--- config.mk ---
export PLATFORM = sky130hd
export DESIGN_NAME = fa_row_mul
export DESIGN_NICKNAME = d
export VERILOG_FILES = /design/src/hw/rtl/fa_row_pkg.sv /design/src/hw/rtl/fa_row_mul.sv
export SDC_FILE = /design/constraint.sdc
export NUM_CORES = 2
export LEC_CHECK = 0
export ABC_AREA = 1
export BUFFER_PORTS_ARGS = -buffer_cell sky130_fd_sc_hd__buf_4
export CAP_MARGIN = 20
export CORE_ASPECT_RATIO = 0.5
export CORE_MARGIN = 4
export CORE_UTILIZATION = 50
export DETAILED_ROUTE_END_ITERATION = 6
export PLACE_DENSITY = 0.69
export SLEW_MARGIN = 20
export SYNTH_ARGS = -nofsm -noshare
export SYNTH_HDL_FRONTEND = slang
export SYNTH_SLANG_ARGS = --single-unit
--- constraint.sdc ---
create_clock -name i_clk -period 7.4 [get_ports i_clk]
set_input_delay 0.37 -clock i_clk [delete_from_list [all_inputs] [get_ports i_clk]]
set_output_delay 0.37 -clock i_clk [all_outputs]
set_load 0.02 [all_outputs]
--- src/hw/rtl/fa_row_pkg.sv ---
// Shared types, widths and constants of the flash attention row core.
// No dependencies; every other file of the block imports this package.
`default_nettype none

package fa_row_pkg;

    // Store geometry
    localparam int MAX_KEYS = 256;
    localparam int HEAD_DIM = 64;
    localparam int KEY_TILE = 16;
    localparam int KEY_AW   = (MAX_KEYS > 1) ? $clog2(MAX_KEYS) : 1;
    localparam int HD_AW    = (HEAD_DIM > 1) ? $clog2(HEAD_DIM) : 1;
    localparam int TILE_AW  = (KEY_TILE > 1) ? $clog2(KEY_TILE) : 1;

    // Beat field widths
    localparam int CMD_W = 2;
    localparam int ROW_W = 8;
    localparam int COL_W = 6;
    localparam int VAL_W = 16;

    // Configuration register widths and indexes
    localparam int KC_W       = 9;
    localparam int HD_W       = 7;
    localparam int SCALE_W    = 16;
    localparam int CFG_IDX_W  = 2;
    localparam int CFG_DATA_W = 16;
    localparam logic [CFG_IDX_W-1:0] CFG_KEY_COUNT   = 2'd0;
    localparam logic [CFG_IDX_W-1:0] CFG_HEAD_DIM    = 2'd1;
    localparam logic [CFG_IDX_W-1:0] CFG_CAUSAL      = 2'd2;
    localparam logic [CFG_IDX_W-1:0] CFG_SCORE_SCALE = 2'd3;

    // Commands
    localparam logic [CMD_W-1:0] CMD_LOAD_Q = 2'd0;
    localparam logic [CMD_W-1:0] CMD_LOAD_K = 2'd1;
    localparam logic [CMD_W-1:0] CMD_LOAD_V = 2'd2;
    localparam logic [CMD_W-1:0] CMD_COMPUTE = 2'd3;

    // Datapath widths
    localparam int ACC_W   = 40;
    localparam int SUM_W   = 32;
    localparam int SCORE_W = 32;
    localparam int DOT_W   = 38;
    localparam int EXP_W   = 17;
    localparam int MUL_AW  = 41;
    localparam int MUL_BW  = 18;
    localparam int MUL_PW  = MUL_AW + MUL_BW;
    localparam int SCORE_SH = 24;
    localparam int FRAC_SH  = 16;
    localparam int LOG2E_Q16 = 94548;

    // Request to and response from the divider
    typedef struct packed {
        logic                    start;
        logic signed [ACC_W-1:0] dividend;
        logic [SUM_W-1:0]        divisor;
    } t_div_req;

    typedef struct packed {
        logic                    busy;
        logic signed [VAL_W-1:0] quot;
    } t_div_rsp;

    // 2^(-i/16) in unsigned Q1.16, i = 0..16
    function automatic logic [EXP_W-1:0] exp2_tab(input logic [4:0] i);
        logic [EXP_W-1:0] t;
        case (i)
            5'd0:  t = 17'd65536;
            5'd1:  t = 17'd62757;
            5'd2:  t = 17'd60097;
            5'd3:  t = 17'd57549;
            5'd4:  t = 17'd55109;
            5'd5:  t = 17'd52773;
            5'd6:  t = 17'd50535;
            5'd7:  t = 17'd48393;
            5'd8:  t = 17'd46341;
            5'd9:  t = 17'd44376;
            5'd10: t = 17'd42495;
            5'd11: t = 17'd40693;
            5'd12: t = 17'd38968;
            5'd13: t = 17'd37316;
            5'd14: t = 17'd35734;
            5'd15: t = 17'd34219;
            default: t = 17'd32768;
        endcase
        return t;
    endfunction

endpackage

`default_nettype wire

--- src/hw/rtl/fa_row_mul.sv ---
// Shared signed multiplier of the row core, product registered.
// Depends on fa_row_pkg for operand widths.
`default_nettype none

module fa_row_mul import fa_row_pkg::*; (
    input  logic                     i_clk,
    input  logic signed [MUL_AW-1:0] i_a,
    input  logic signed [MUL_BW-1:0] i_b,
    output logic signed [MUL_PW-1:0] o_p
);

    logic signed [MUL_PW-1:0] r_p;

    // Register the product
    always_ff @(posedge i_clk) begin
        r_p <= MUL_PW'(i_a) * MUL_PW'(i_b);
    end

    assign o_p = r_p;

endmodule

`default_nettype wire

==> impl_metrics.py <==
metrics = {
    "status": {
        "status": "finished clean",
    },
    "drt": {
        "postRouteAntennaNets": 0,
        "drt_first_pass_iters": 6,
        "via_count": 23000,
        "drc": 0,
        "detail_route.wl_per_cell_um": 18.4,
        "via_per_inst": 5.05,
        "drt_first_iter_violations": 1796,
        "routed_wl_um": 83800,
    },
    "yosys": {
        "synthXorXnorAreaFrac": 0.0120,
        "synth-seq-cells": 59,
        "yosys_warnings": 0,
        "synth_top_area_share": 0.489,
        "ys_types": 32,
        "synth_top_family_by_area": "adder cells",
        "synth-simple-area-share": 0.196,
        "synthMostInstantiatedCell": "sky130_fd_sc_hd__inv_1",
        "post_synthesis_share_of_cell_area_spent_on_full_adders_half_adders_and_majority_gates": 0.550,
        "ys_top_cells_by_area": "sky130_fd_sc_hd__fa_1, sky130_fd_sc_hd__inv_1, sky130_fd_sc_hd__nand2_1",
        "compound_gate_portion_of_the_synthesized_area": 0.0110,
        "synthesis.area_um2": 28500,
        "postSynth.topFlopCell": "sky130_fd_sc_hd__dfxtp_1",
        "asyncSetResetFlopFracSynth": 0,
        "syn_nets": 4727,
        "synth.mux.area_fraction": 0,
        "synth_edf_count": 0,
        "portion_of_the_post_synthesis_area_used_by_sequential_elements": 0.0414,
        "synth_common_cells": "sky130_fd_sc_hd__inv_1, sky130_fd_sc_hd__nand2_1, sky130_fd_sc_hd__fa_1",
        "synth_top_cell_by_area": "sky130_fd_sc_hd__fa_1",
        "syn-instance-count": 3831,
        "synth.avg_cell_area_um2": 7.45,
    },
    "floorplanning": {
        "chipWidth_um": 346,
        "num_rows": 61,
        "design.core.area_um2": 56000,
        "die_area_um2": 61200,
        "initial_core_util": 0.509,
        "io-pin-count": 119,
        "die_height_um": 177,
    },
    "setup_path": {
        "crit_family": "adder cells",
        "worstPathArrival_ns": 6.64,
        "critical-path-slowest-cell": "sky130_fd_sc_hd__clkinv_1",
        "setup.worst_path.class": "in2reg",
        "startpoint": "i_b[17]",
        "crit_buf_inv": 6,
        "critical_path.max_fanout": 22,
        "critical_path.max_stage_delay_ns": 0.67,
        "crit_path_cell_trace": "buf_4, clkinv_1, buf_4, or2_2, fa_1, fa_1, fa_1, inv_1, fa_1, inv_1, fa_1, inv_1, fa_1, ha_1, nand2_1, nor3_1, nand2_1, nor2_1, nand2_1, nand3_1, nand2_1, nand2_1",
        "element_type_at_the_critical_path_end": "register",
        "worst_ep_required_time_ns": 7.69,
        "critPathMostFrequentCell": "sky130_fd_sc_hd__fa_1",
        "critical_path.startpoint_type": "input pin",
    },
    "cells_and_area": {
        "ff_latch_area_um2": 1180,
        "layout.filler_cells": 5491,
        "largest_register_ffs": 59,
        "proportion_of_layout_cells_with_a_drive_suffix_above_1": 0.0527,
        "multi_input_comb_area_um2": 22000,
        "design.final.nets": 4688,
        "area.growth.synth_to_final_pct": 5.50,
        "final_design_area_excluding_fillers_um2": 30100,
    },
    "placement": {
        "globalplace.congestion": 0.948,
        "detailedPlace.worstSlack_ns": 0.756,
        "dp_hpwl_um": 65700,
        "placed_area_um2": 29800,
        "io_buffer_count": 118,
    },
    "grt": {
        "grt.overflow.total": 0,
        "grt_first_pass_wirelength_um": 136000,
        "grt_pass1_vias": 24600,
        "grt_start_max_net_pins": 42,
        "grt_util_all_layers": 0.287,
        "grt_antenna_before_repair": 3,
    },
    "cts": {
        "cts_tree": "done",
        "clk_pin_slew_worst_paths_ns": 0.06,
        "cts_htree_levels": 3,
        "tritoncts_num_sinks": 59,
        "cts_buffer_depth": 2,
        "cts_inserted_buffers": 9,
        "cts-hold-fix-buffers": 0,
        "clockRootBuffer": "sky130_fd_sc_hd__clkbuf_16",
        "cts_setup_buffers": 0,
        "cts_resized": 0,
    },
    "min_path": {
        "whs_endpoint": "o_p[0]$_DFF_P_",
        "worstHoldStart": "i_a[0]",
        "timing.hold.worst.class": "in2reg",
        "min_delay_path_depth": 3,
    },
    "sta": {
        "postLayoutSetupSlackWorst_ns": 1.06,
        "fmaxAchievable_ghz": 0.158,
        "tns_ns": 0,
        "tightest_slew_ns": 0.884,
        "fin_crit_sh": 0.857,
        "finalMaxSlewViolations": 0,
        "hold_violations": 0,
        "worst_relative_slew_slack": 0.407,
        "rsz0062_at_grt": "no",
        "setup_violations": 0,
        "finalWorstPathRequiredPeriod_ns": 6.34,
    },
    "job": {
        "drv.max_cap_violation_count": 0,
    },
}
[through the flow]
step                       util  hold WS (ns)  std cells
after detailed placement  0.531         0.739       4537
after global routing      0.538         0.407       4556
final                     0.538         0.392       4556
after global placement    0.531         0.740       4537
after CTS                 0.537         0.376       4553
after floorplan               -         0.622       3831
[kinds of logic after synthesis]
group | count (synthesis)
flip-flops | 59
XOR/XNOR | 39
adder cells (fa/ha/maj) | 836
AO/OA/AOI/OAI | 59
AND/OR/NAND/NOR | 1397
buffers and inverters | 1441
[per-layer routing]
| metal | global-route usage | vias up | part of all wire |
|---|---|---|---|
| met3 | 0.0881 | 164 | 0.12 |
| li1 | - | 10300 | - |
| met4 | 0.0652 | 0 | 0.025 |
| met5 | 0 | - | 0 |
| met1 | 0.402 | 11400 | 0.42 |
| met2 | 0.443 | 1121 | 0.44 |
[layout make-up]
| class | instances | share of cell area |
|---|---|---|
| inverter | 1270 | 0.158 |
| clock buffer | 9 | 0.00748 |
| timing repair buffer | 121 | 0.0302 |
| clock inverter | 7 | 0.00416 |
| sequential | 59 | 0.0392 |
| tap | 756 | 0.0314 |
| multi-input combinational | 2331 | 0.729 |
| antenna | 3 | 0.000249 |
[layout by cell type (no fill, tap or decap), types with 6 or more instances in the layout]
cell,count
sky130_fd_sc_hd__nand3_1,45
sky130_fd_sc_hd__a21oi_1,42
sky130_fd_sc_hd__nor2_2,16
sky130_fd_sc_hd__xnor2_1,13
sky130_fd_sc_hd__or2_2,7
sky130_fd_sc_hd__nor3_1,7
sky130_fd_sc_hd__buf_4,121
sky130_fd_sc_hd__xor2_1,26
sky130_fd_sc_hd__ha_1,139
sky130_fd_sc_hd__inv_1,1265
sky130_fd_sc_hd__dfxtp_1,59
sky130_fd_sc_hd__o21ai_0,9
sky130_fd_sc_hd__nor2_1,108
sky130_fd_sc_hd__nand2_1,1145
sky130_fd_sc_hd__clkbuf_16,9
sky130_fd_sc_hd__nand3_2,7
sky130_fd_sc_hd__fa_1,697
sky130_fd_sc_hd__nor2_4,6
sky130_fd_sc_hd__nand2_2,21
sky130_fd_sc_hd__nand4_1,21
[how the worst max path moves through the flow]
stage	endpoint	slack, ns	cells past startpoint
global placement	o_p[57]$_DFF_P_	0.78	21
detailed placement	o_p[57]$_DFF_P_	0.76	21
floorplan	o_p[50]$_DFF_P_	1.80	22
finish	o_p[57]$_DFF_P_	1.06	22
global route	o_p[58]$_DFF_P_	0.82	24
CTS	o_p[57]$_DFF_P_	1.12	21
Power is left out: the tool's default activity adds up to more than one toggle a clock period on the data nets, which glitch-free logic cannot reach.
