## config.mk

```make
export PLATFORM = sky130hd
export DESIGN_NAME = fa_row_div
export DESIGN_NICKNAME = d
export VERILOG_FILES = /design/src/hw/rtl/fa_row_pkg.sv /design/src/hw/rtl/fa_row_div.sv
export SDC_FILE = /design/constraint.sdc
export NUM_CORES = 1
export LEC_CHECK = 0
export BUFFER_PORTS_ARGS = -buffer_cell sky130_fd_sc_hd__buf_2
export CORE_ASPECT_RATIO = 0.8
export CORE_UTILIZATION = 45
export CTS_BUF_LIST = sky130_fd_sc_hd__clkbuf_4 sky130_fd_sc_hd__clkbuf_8 sky130_fd_sc_hd__clkbuf_16
export CTS_CLUSTER_DIAMETER = 100
export DETAILED_ROUTE_END_ITERATION = 10
export HOLD_SLACK_MARGIN = 0.03
export MAX_ROUTING_LAYER = met4
export PLACE_DENSITY_LB_ADDON = 0.12
export SYNTH_ARGS = -nofsm -noshare
export SYNTH_HDL_FRONTEND = slang
export SYNTH_SLANG_ARGS = --single-unit
```

## constraint.sdc

```tcl
create_clock -name i_clk -period 3.3 [get_ports i_clk]
set_input_delay 0.33 -clock i_clk [delete_from_list [all_inputs] [get_ports i_clk]]
set_output_delay 0.33 -clock i_clk [all_outputs]
set_load 0.02 [all_outputs]
```

## src/hw/rtl/fa_row_pkg.sv

```systemverilog
// Shared types, widths and constants of the flash attention row core.
// No dependencies; every other file of the block imports this package.
`default_nettype none

package fa_row_pkg;

    // Store geometry
    localparam int MAX_KEYS = 256;
    localparam int HEAD_DIM = 64;
    localparam int KEY_TILE = 16;
    localparam int KEY_AW   = (MAX_KEYS > 1) ? $clog2(MAX_KEYS) : 1;
    localparam int HD_AW    = (HEAD_DIM > 1) ? $clog2(HEAD_DIM) : 1;
    localparam int TILE_AW  = (KEY_TILE > 1) ? $clog2(KEY_TILE) : 1;

    // Beat field widths
    localparam int CMD_W = 2;
    localparam int ROW_W = 8;
    localparam int COL_W = 6;
    localparam int VAL_W = 16;

    // Configuration register widths and indexes
    localparam int KC_W       = 9;
    localparam int HD_W       = 7;
    localparam int SCALE_W    = 16;
    localparam int CFG_IDX_W  = 2;
    localparam int CFG_DATA_W = 16;
    localparam logic [CFG_IDX_W-1:0] CFG_KEY_COUNT   = 2'd0;
    localparam logic [CFG_IDX_W-1:0] CFG_HEAD_DIM    = 2'd1;
    localparam logic [CFG_IDX_W-1:0] CFG_CAUSAL      = 2'd2;
    localparam logic [CFG_IDX_W-1:0] CFG_SCORE_SCALE = 2'd3;

    // Commands
    localparam logic [CMD_W-1:0] CMD_LOAD_Q = 2'd0;
    localparam logic [CMD_W-1:0] CMD_LOAD_K = 2'd1;
    localparam logic [CMD_W-1:0] CMD_LOAD_V = 2'd2;
    localparam logic [CMD_W-1:0] CMD_COMPUTE = 2'd3;

    // Datapath widths
    localparam int ACC_W   = 40;
    localparam int SUM_W   = 32;
    localparam int SCORE_W = 32;
    localparam int DOT_W   = 38;
    localparam int EXP_W   = 17;
    localparam int MUL_AW  = 41;
    localparam int MUL_BW  = 18;
    localparam int MUL_PW  = MUL_AW + MUL_BW;
    localparam int SCORE_SH = 24;
    localparam int FRAC_SH  = 16;
    localparam int LOG2E_Q16 = 94548;

    // Request to and response from the divider
    typedef struct packed {
        logic                    start;
        logic signed [ACC_W-1:0] dividend;
        logic [SUM_W-1:0]        divisor;
    } t_div_req;

    typedef struct packed {
        logic                    busy;
        logic signed [VAL_W-1:0] quot;
    } t_div_rsp;

    // 2^(-i/16) in unsigned Q1.16, i = 0..16
    function automatic logic [EXP_W-1:0] exp2_tab(input logic [4:0] i);
        logic [EXP_W-1:0] t;
        case (i)
            5'd0:  t = 17'd65536;
            5'd1:  t = 17'd62757;
            5'd2:  t = 17'd60097;
            5'd3:  t = 17'd57549;
            5'd4:  t = 17'd55109;
            5'd5:  t = 17'd52773;
            5'd6:  t = 17'd50535;
            5'd7:  t = 17'd48393;
            5'd8:  t = 17'd46341;
            5'd9:  t = 17'd44376;
            5'd10: t = 17'd42495;
            5'd11: t = 17'd40693;
            5'd12: t = 17'd38968;
            5'd13: t = 17'd37316;
            5'd14: t = 17'd35734;
            5'd15: t = 17'd34219;
            default: t = 17'd32768;
        endcase
        return t;
    endfunction

endpackage

`default_nettype wire

```

## src/hw/rtl/fa_row_div.sv

```systemverilog
// Restoring divider, one quotient bit per cycle, truncating toward zero and
// saturating to Q4.12. Depends on fa_row_pkg for widths and request types.
`default_nettype none

module fa_row_div import fa_row_pkg::*; (
    input  logic     i_clk,
    input  logic     i_rst_n,
    input  t_div_req i_req,
    output t_div_rsp o_rsp
);

    localparam int CNT_W = $clog2(ACC_W + 1);
    localparam logic [ACC_W-1:0] SAT_POS = ACC_W'(2 ** (VAL_W - 1) - 1);
    localparam logic [ACC_W-1:0] SAT_NEG = ACC_W'(2 ** (VAL_W - 1));

    logic             r_busy;
    logic [CNT_W-1:0] r_cnt;
    logic [SUM_W-1:0] r_rem;
    logic [SUM_W-1:0] r_div;
    logic [ACC_W-1:0] r_q;
    logic             r_neg;

    logic [SUM_W:0]          sh;
    logic [SUM_W:0]          diff;
    logic                    ge;
    logic signed [VAL_W-1:0] sat;

    // One trial subtraction a step
    always_comb begin
        sh   = {r_rem, r_q[ACC_W-1]};
        diff = sh - {1'b0, r_div};
        ge   = (sh >= {1'b0, r_div});
    end

    always_ff @(posedge i_clk) begin
        if (!i_rst_n) begin
            r_busy <= 1'b0;
            r_cnt  <= '0;
        end else if (i_req.start) begin
            r_busy <= 1'b1;
            r_cnt  <= CNT_W'(ACC_W);
            r_rem  <= '0;
            r_div  <= i_req.divisor;
            r_neg  <= i_req.dividend[ACC_W-1];
            r_q    <= i_req.dividend[ACC_W-1] ? ACC_W'(-i_req.dividend)
                                              : ACC_W'(i_req.dividend);
        end else if (r_busy) begin
            r_rem <= ge ? diff[SUM_W-1:0] : sh[SUM_W-1:0];
            r_q   <= {r_q[ACC_W-2:0], ge};
            r_cnt <= r_cnt - CNT_W'(1);
            if (r_cnt == CNT_W'(1)) begin
                r_busy <= 1'b0;
            end
        end
    end

    // Apply the sign and clamp; a zero divisor gives zero
    always_comb begin
        if (r_div == '0) begin
            sat = '0;
        end else if (r_neg) begin
            sat = (r_q > SAT_NEG) ? -VAL_W'(signed'(SAT_NEG[VAL_W-1:0]))
                                  : VAL_W'(-r_q[VAL_W-1:0]);
        end else begin
            sat = (r_q > SAT_POS) ? signed'(SAT_POS[VAL_W-1:0]) : signed'(r_q[VAL_W-1:0]);
        end
    end

    assign o_rsp.busy = r_busy;
    assign o_rsp.quot = sat;

endmodule

`default_nettype wire

```

==> results of run 1 <==
-- final timing paths --
path / startpoint / to / slack [ns]
worst min register to register: r_cnt[1] / r_cnt[1] / 0.50
worst max-delay path: r_q[0] / o_rsp[15] / 0.01
worst max register to register: r_div[10] / r_rem[1] / 0.16
worst min-delay path: i_req[4] / r_div[4] / 0.14
-- critical path: stages (launching register included) --
cell and delay (ns):
edfxtp_1 0.46, or3_4 0.36, or3_4 0.34, or3_4 0.35, or3_4 0.38, nor3b_2 0.21, xnor2_1 0.14, o221a_1 0.23
buf_6 0.13
-- report_power, final --
| part | internal, µW | switching [µW] | leakage (µW) | total, µW |
|---|---|---|---|---|
| sequential | 1720 | 97.2 | 0.00106 | 1820 |
| combinational | 574 | 751 | 0.00245 | 1330 |
| clock | 609 | 524 | 0.000151 | 1130 |
-- flip-flops by register name (all words and copies together) (netlist names) --
name    count
r_busy      1
r_cnt       6
r_div      32
r_neg       1
r_q        40
r_rem      32
-- placed cells by master (no fill, tap or decap), types with 15 or more instances in the layout --
cell type  synthesis  final
xnor2_1           24     24
edfxtp_1         105    105
buf_2              2     88
a21o_1            16     15
inv_1             56     56
xor2_1            47     47
ha_1              36     36
o21ai_0           36     35
nand2_1           46     46
nor2_1           110    109
nor3_1            22     19
nor4_1            16     16
buf_4              3     33
mux2i_1           22     22
a21oi_1           73     72
nand3_1           22     21
-- metal layers --
layer	up-vias	routed length, µm	global-route usage [%]
met5	-	0	-
met3	11	1150	4.71
li1	3234	-	-
met4	0	141	4.38
met1	3152	10300	35.8
met2	196	8620	33.7
-- metrics by stage --
stage | worst slack, ns | TNS, ns | utilization [%] | power (µW)
2_1_floorplan | 0.228 | 0 | - | 2730
3_3_place_gp | -0.0694 | -0.0694 | 51.2 | 3100
3_5_place_dp | -0.119 | -0.119 | 51.2 | 3120
4_1_cts | -0.00642 | -0.00642 | 53.2 | 4260
5_1_grt | -0.0805 | -0.289 | 54.0 | 4500
6_report | 0.0131 | 0 | 54.0 | 4270
-- logic make-up after synthesis --
group | after synthesis | synth area share (%)
AOI/OAI and AO/OA | 206 | 17.3
xor gates and xnor gates | 71 | 8.05
adders and majority gates | 37 | 6.09
buffers and inverters | 93 | 4.70
DFF | 112 | 42.7
muxes | 25 | 3.29
and+or+nand+nor | 283 | 18.0
-- repair_timing --
item | in CTS | in global routing
resized for setup | 6 | 18
cloned | 0 | 0
pin swaps | 3 | 5
endpoints found under the hold margin | 0 | 0
endpoints found under the setup margin | 12 | 35
setup buffers | 2 | 7
-- layout make-up --
cell class	instances	area, µm²
sequential	112	3290
clock inverter	5	57.6
inverter	56	210
timing repair buffer	126	771
clock buffer	11	240
tap	220	275
multi-input combinational	622	4150
fill	1501	7660
antenna	2	5.00
==> flow_metrics.tcl, run 1 <==
set metrics [dict create \
    grt_start_max_net_pins 80 \
    synth_top_area_share_pct 40.8 \
    ant_nets 0 \
    max_freq_ghz 0.304 \
    power_density_nw_per_um2 475 \
    placed_cell_area_um2 8530 \
    design_area_um2 9000 \
    critPathKind "reg -> out" \
    start_util_pct 46.3 \
    first_global_vias 6210 \
    clk_pin_slew_ns 0.08 \
    final_cells 1154 \
    drc_errors 0 \
    synth.cell_area_um2 7720 \
    hold_ws_ns 0.135 \
    cts-root-buf "clkbuf_16" \
    async_flop_share_pct 0 \
    area_growth_pct 16.6 \
    ios 92 \
    cp.arrival_ns 2.96 \
    dp.cells 1127 \
    antenna_found_initial 2 \
    synth_common_cells "nor2_1 (110), edfxtp_1 (105), a21oi_1 (73)" \
    drive_above_1_share_pct 18.8 \
    end_kind "output port" \
    finalClockSkew_ns 0.0127 \
    final.period_utilization_pct 99.6 \
    post-dp-hpwl_mm 14.9 \
    cap_violations 0 \
    synth_seq_cells 112 \
    start_kind "flop" \
    final-setup-viol-count 0 \
    fin_nets 1039 \
    ir_drop_uv 260 \
    cts_made_buffers 9 \
    rows 42 \
    synthesis.instances 827 \
    timing.final.crit_period_ns 3.29 \
    leakagePower_uw 0.00365 \
    cp_max_fo 5 \
    ys_types 67 \
    synth_edf_count 105 \
    hold_viol_final 0 \
    place.gp.congestion 0.888 \
    grt.total_usage_pct 24.0 \
    hold_class "in -> reg" \
    synthTopCellsByArea "edfxtp_1 (41%), ha_1 (5.8%), nor2_1 (5.3%)" \
    die_w_um 148 \
    cts_tree "built" \
    port_buffers 91 \
    core_um2 16700 \
    holdBufCountCts 0 \
    synth_fp_nets 939 \
    ys.flop_type "edfxtp_1" \
    wl_mm 20.2 \
    worstRegToRegCells 10 \
    synth_top_area_cell "edfxtp_1" \
    tightest_slew_ns 0.882 \
    rsz0062_at_grt "yes" \
    yosysMostFrequentCell "nor2_1" \
    viasPerCell 5.71 \
    die-height_um 119 \
    seq_area_frac_synth_pct 42.7 \
    htreeDepth 3 \
    grt.overflow.total 0 \
    die_area_um2 17700 \
    status "completed" \
    syn-mean-instance-area_um2 9.34 \
    synth_warnings 0 \
    clock-sinks 112 \
    drt_iter0_drc 591 \
    wl_per_cell_um 17.5 \
    drt-pass1-iter-count 5 \
    grt_pass1_wl_mm 32.3 \
    max_slew_margin_pct 40.7 \
    finalMaxSlewViolations 0 \
    cts.path.max_buffers 2 \
    vias 6593 \
    cp.required_ns 2.97 \
    clk_latency_ns 0.36 \
    whs_path_depth 1 \
]
No activity file was read; power rests on OpenSTA's default activity.
==> run 2, diff against run 1 <==
--- a/config.mk
+++ b/config.mk
@@ -14,6 +14,7 @@
 export HOLD_SLACK_MARGIN = 0.03
 export MAX_ROUTING_LAYER = met4
 export PLACE_DENSITY_LB_ADDON = 0.12
+export SETUP_SLACK_MARGIN = 0.1
 export SYNTH_ARGS = -nofsm -noshare
 export SYNTH_HDL_FRONTEND = slang
 export SYNTH_SLANG_ARGS = --single-unit
==> run 2 against run 1 <==
- sequential cell count is the same
- cell area grew 1.2%
- final cell count grew 0.43%
- global-route usage is essentially flat
- critical path type unchanged
- critical endpoint unchanged
==> flow_metrics.tcl, run 2 (same netlist as run 1, synthesis figures left out) <==
set metrics [dict create \
    wl_per_cell_um 17.8 \
    drive_above_1_share_pct 20.1 \
    drt_iter0_drc 578 \
    cp.required_ns 2.97 \
    regMostFlops "r_q" \
    finalMaxSlewViolations 0 \
    port_buffers 91 \
    combPwrFrac_pct 31.5 \
    finalClockSkew_ns 0.0117 \
    p_switching_uw 1390 \
    status "completed" \
    largest_reg_flops 40 \
    cts-root-buf "clkbuf_16" \
    rsz0062_at_grt "yes" \
    htreeDepth 3 \
    start_kind "flop" \
    clkPwrFrac_pct 26.3 \
    r2r_slack_ns 0.21 \
    cts.path.max_buffers 2 \
    grt.total_usage_pct 24.1 \
    fin_nets 1044 \
    fin_util_pct 54.7 \
    drc_errors 0 \
    core_um2 16700 \
    clock-sinks 112 \
    rows 42 \
    seqCellArea_um2 3290 \
    max_freq_ghz 0.305 \
    cts_made_buffers 9 \
    hold_class "in -> reg" \
    multi_input_area_um2 4220 \
    num-fill-cells 1499 \
    ios 92 \
    end_kind "output port" \
    final.period_utilization_pct 99.4 \
    hold_viol_final 0 \
    post-dp-hpwl_mm 14.9 \
    wl_mm 20.6 \
    p_sw_share_pct 32.2 \
    area_growth_pct 18.0 \
    worst_slack_ns 0.0211 \
    start_util_pct 46.3 \
    seqPwrFrac_pct 42.1 \
    leakagePower_uw 0.00369 \
    antenna_found_initial 2 \
    power.internal_uw 2920 \
    cp_max_fo 5 \
    final_common_cell "nor2_1" \
    drt-pass1-iter-count 5 \
    critPathKind "reg -> out" \
    place.gp.congestion 0.888 \
    power_density_nw_per_um2 473 \
    grt.overflow.total 0 \
    tightest_slew_ns 0.883 \
    timing.final.crit_period_ns 3.28 \
    vias 6641 \
    max_slew_margin_pct 41.1 \
    pre_cts_ws_ns -0.119 \
    cts_tree "built" \
    clk_latency_ns 0.36 \
    mostFrequentLayoutCells "nor2_1 (109), edfxtp_1 (105), buf_2 (88)" \
    reg_top3 "r_q (40), r_div (32), r_rem (32)" \
    grt_pass1_wl_mm 32.4 \
    die-height_um 119 \
    setup_tns_ns 0 \
    cp.arrival_ns 2.95 \
    viasPerCell 5.73 \
    die_area_um2 17700 \
    ir_drop_uv 267 \
    cap_violations 0 \
    grt_start_max_net_pins 80 \
    final-setup-viol-count 0 \
    die_w_um 148 \
    first_global_vias 6221 \
    clk_pin_slew_ns 0.08 \
    ant_nets 0 \
]
run 2: path summary, 6_finish.rpt:
| kind | start | end | cells after the start |
|---|---|---|---|
| setup / recovery | r_q[0] | o_rsp[15] | 8 |
| hold / removal | i_req[4] | r_div[4] | 1 |
| setup reg to reg | r_div[10] | r_rem[1] | 10 |
| hold reg to reg | r_cnt[1] | r_cnt[1] | 2 |
run 2: through the flow:
| step | instances | total power (µW) | hold slack [ns] | cell area [µm²] |
|---|---|---|---|---|
| 3_5_place_dp | 1127 | 3120 | 0.494 | 8530 |
| 3_3_place_gp | 1127 | 3100 | 0.484 | 8530 |
| 2_1_floorplan | 827 | 2730 | 0.429 | 7720 |
| 5_1_grt | 1159 | 4540 | 0.115 | 9110 |
| 6_report | 1159 | 4310 | 0.136 | 9110 |
| 4_1_cts | 1147 | 4260 | 0.124 | 8880 |
run 2: per-layer routing:
layer  part of all wire, %  up-vias  track usage [%]
li1                      -     3250                -
met1                    51     3180             35.8
met2                    42      196             33.8
met3                   5.9       15             4.71
met4                  0.75        0             4.38
met5                     0        -                -
run 2: critical path, stage by stage, from the launching register on:
cell      delay [ns]
edfxtp_1        0.46
or3_4           0.36
or3_4           0.34
or3_4           0.34
or3_4           0.39
nor3b_2         0.21
xnor2_1         0.14
o221a_1         0.23
buf_6           0.13
run 2: timing repair:
item                                    CTS  global route
pin swaps                                 5            12
hold buffers                              0             0
gates cloned                              0             1
buffers inserted                          4             9
gates resized for setup                   6            35
endpoints found under the setup margin   16            47
run 2: area by class of cell:
class                      instances  share of cell area, %
inverter                          56                   2.31
clock buffer                      11                   2.64
antenna                            2                 0.0549
tap                              220                   3.02
sequential                       112                   36.1
timing repair buffer             130                   8.92
clock inverter                     5                  0.632
multi-input combinational        623                   46.3
run 2: power groups by stage:
stage | logic, µW | clock network, µW | registers [µW]
final | 1360 | 1140 | 1820
after global routing | 1500 | 1210 | 1830
after CTS | 1300 | 1150 | 1810
after detailed placement | 1280 | 0 | 1840
after global placement | 1260 | 0 | 1840
after floorplan | 924 | 0 | 1810
==> run 3, diff against run 2 <==
--- a/config.mk
+++ b/config.mk
@@ -13,7 +13,7 @@
 export DETAILED_ROUTE_END_ITERATION = 10
 export HOLD_SLACK_MARGIN = 0.03
 export MAX_ROUTING_LAYER = met4
-export PLACE_DENSITY_LB_ADDON = 0.12
+export PLACE_DENSITY = 0.73
 export SETUP_SLACK_MARGIN = 0.1
 export SYNTH_ARGS = -nofsm -noshare
 export SYNTH_HDL_FRONTEND = slang
==> run 3 against run 2 <==
- total power rose by 1.2%
- sequential share of layout area fell by 0.18 points
- die area is the same
- worst hold slack lost 0.0021 ns
- sequential cell count unchanged
- utilization rose by 0.28 points
- largest cell class unchanged
- count of clock-buffer cells in the layout grew 1
- non-clock buffer count grew 2
- sequential power hardly changed
- clock power hardly changed
==> flow_metrics.tcl, run 3 (same netlist as run 1, synthesis figures left out) <==
set metrics [dict create \
    pre_cts_ws_ns 0.0217 \
    mostFrequentLayoutCells "nor2_1 (109), edfxtp_1 (105), buf_2 (87)" \
    ir_drop_uv 323 \
    hold_viol_final 0 \
    ios 92 \
    port_buffers 91 \
    worst_slack_ns 0.0126 \
    grt_start_max_net_pins 78 \
    grt.overflow.total 0 \
    drc_errors 0 \
    critPathKind "reg -> out" \
    ant_nets 0 \
    tightest_slew_ns 0.809 \
    drt_iter0_drc 619 \
    clk_pin_slew_ns 0.08 \
    post-dp-hpwl_mm 14.2 \
    cap_violations 0 \
    wl_per_cell_um 17.1 \
    rows 42 \
    fin_nets 1045 \
    seqPwrFrac_pct 41.5 \
    final_common_cell "nor2_1" \
    regMostFlops "r_q" \
    reg_top3 "r_q (40), r_div (32), r_rem (32)" \
    seqCellArea_um2 3290 \
    num-fill-cells 1452 \
    core_um2 16700 \
    cts_made_buffers 9 \
    max_freq_ghz 0.304 \
    leakagePower_uw 0.00370 \
    final_cells 1159 \
    hold_class "in -> reg" \
    cts-root-buf "clkbuf_16" \
    die-height_um 119 \
    viasPerCell 5.73 \
    cts_tree "built" \
    power_density_nw_per_um2 477 \
    drt-pass1-iter-count 5 \
    clock-sinks 112 \
    die_w_um 148 \
    power.internal_uw 2950 \
    timing.final.crit_period_ns 3.29 \
    cp.required_ns 2.97 \
    final-setup-viol-count 0 \
    setup_tns_ns 0 \
    drive_above_1_share_pct 20.7 \
    clkPwrFrac_pct 25.9 \
    dp.cells 1121 \
    final.period_utilization_pct 99.6 \
    finalClockSkew_ns 0.0142 \
    cts.path.max_buffers 2 \
    p_sw_share_pct 32.5 \
    placed_cell_area_um2 8470 \
    die_area_um2 17700 \
    whs_path_depth 1 \
    design_area_um2 9160 \
    combPwrFrac_pct 32.5 \
    worstRegToRegCells 12 \
    max_slew_margin_pct 45.6 \
    power_uw 4370 \
    status "completed" \
    wl_mm 19.8 \
    holdBufCountCts 0 \
    start_util_pct 46.3 \
    cp_max_fo 5 \
    largest_reg_flops 40 \
    multi_input_area_um2 4230 \
    rsz0062_at_grt "yes" \
    p_switching_uw 1420 \
    vias 6643 \
    clk_latency_ns 0.37 \
    start_kind "flop" \
    place.gp.congestion 0.913 \
    grt.total_usage_pct 23.0 \
    antenna_found_initial 1 \
    cp.arrival_ns 2.96 \
    end_kind "output port" \
    first_global_vias 5972 \
    grt_pass1_wl_mm 30.8 \
    htreeDepth 3 \
    finalMaxSlewViolations 0 \
    area_growth_pct 18.6 \
]
[run 3: cell types whose count changed in the layout (fill, tap and decap cells not counted), moves of 2 or more]
cell       previous run  this run
ha_1                 35        31
buf_4                36        39
clkbuf_16             9        12
a311oi_1              8         6
a311oi_2              0         2
buf_12                4         2
clkinv_2              2         0
ha_2                  1         3
ha_4                  0         2
inv_1                56        54
inv_4                 0         2
nor3_1               19        21
o31ai_1              11        13
[run 3: metrics by stage]
stage,util [%],hold WS [ns]
detailed placement,50.9,0.496
finish,55.0,0.133
global route,55.0,0.124
CTS,52.9,0.128
global placement,50.9,0.481
floorplan,-,0.429
[run 3: layout make-up]
cell class / count / share of cell area [%]
antenna: 1 / 0.0273
clock buffer: 12 / 2.96
clock inverter: 4 / 0.383
inverter: 56 / 2.32
multi-input combinational: 622 / 46.2
sequential: 112 / 36.0
tap: 220 / 3.01
timing repair buffer: 132 / 9.18
[run 3: critical path, stage by stage, from the launching register on]
cell and delay (ns):
edfxtp_1 0.43, or3_4 0.39, or3_4 0.35, or3_4 0.35, or3_4 0.37, nor3b_2 0.20, xnor2_1 0.14, o221a_1 0.24
buf_6 0.13
[run 3: metal layers]
metal / wire length (µm) / share of wire (%) / track usage, % / vias up
li1: - / - / - / 3258
met1: 9470 / 48 / 33.4 / 3124
met2: 8460 / 43 / 31.4 / 242
met3: 1560 / 7.9 / 5.56 / 19
met4: 283 / 1.4 / 6.31 / 0
met5: 0 / 0 / - / -
[run 3: timing repair]
item,in CTS,in global routing
cloned,0,2
setup endpoints to repair,12,47
pin swaps,4,13
gates resized for setup,5,39
buffers inserted,2,18
[run 3: path summary, 6_finish.rpt]
| kind | from | endpoint | slack [ns] |
|---|---|---|---|
| max reg2reg | r_rem[25] | r_rem[19] | 0.21 |
| max | r_q[1] | o_rsp[15] | 0.01 |
| min | i_req[26] | r_div[26] | 0.13 |
| min reg2reg | r_cnt[1] | r_cnt[1] | 0.50 |
[run 3: power groups by stage]
| stage | Combinational, µW | Sequential, µW | Clock (µW) |
|---|---|---|---|
| 2_1_floorplan | 924 | 1810 | 0 |
| 3_3_place_gp | 1230 | 1840 | 0 |
| 3_5_place_dp | 1250 | 1840 | 0 |
| 4_1_cts | 1260 | 1810 | 1140 |
| 5_1_grt | 1550 | 1830 | 1190 |
| 6_report | 1420 | 1810 | 1130 |
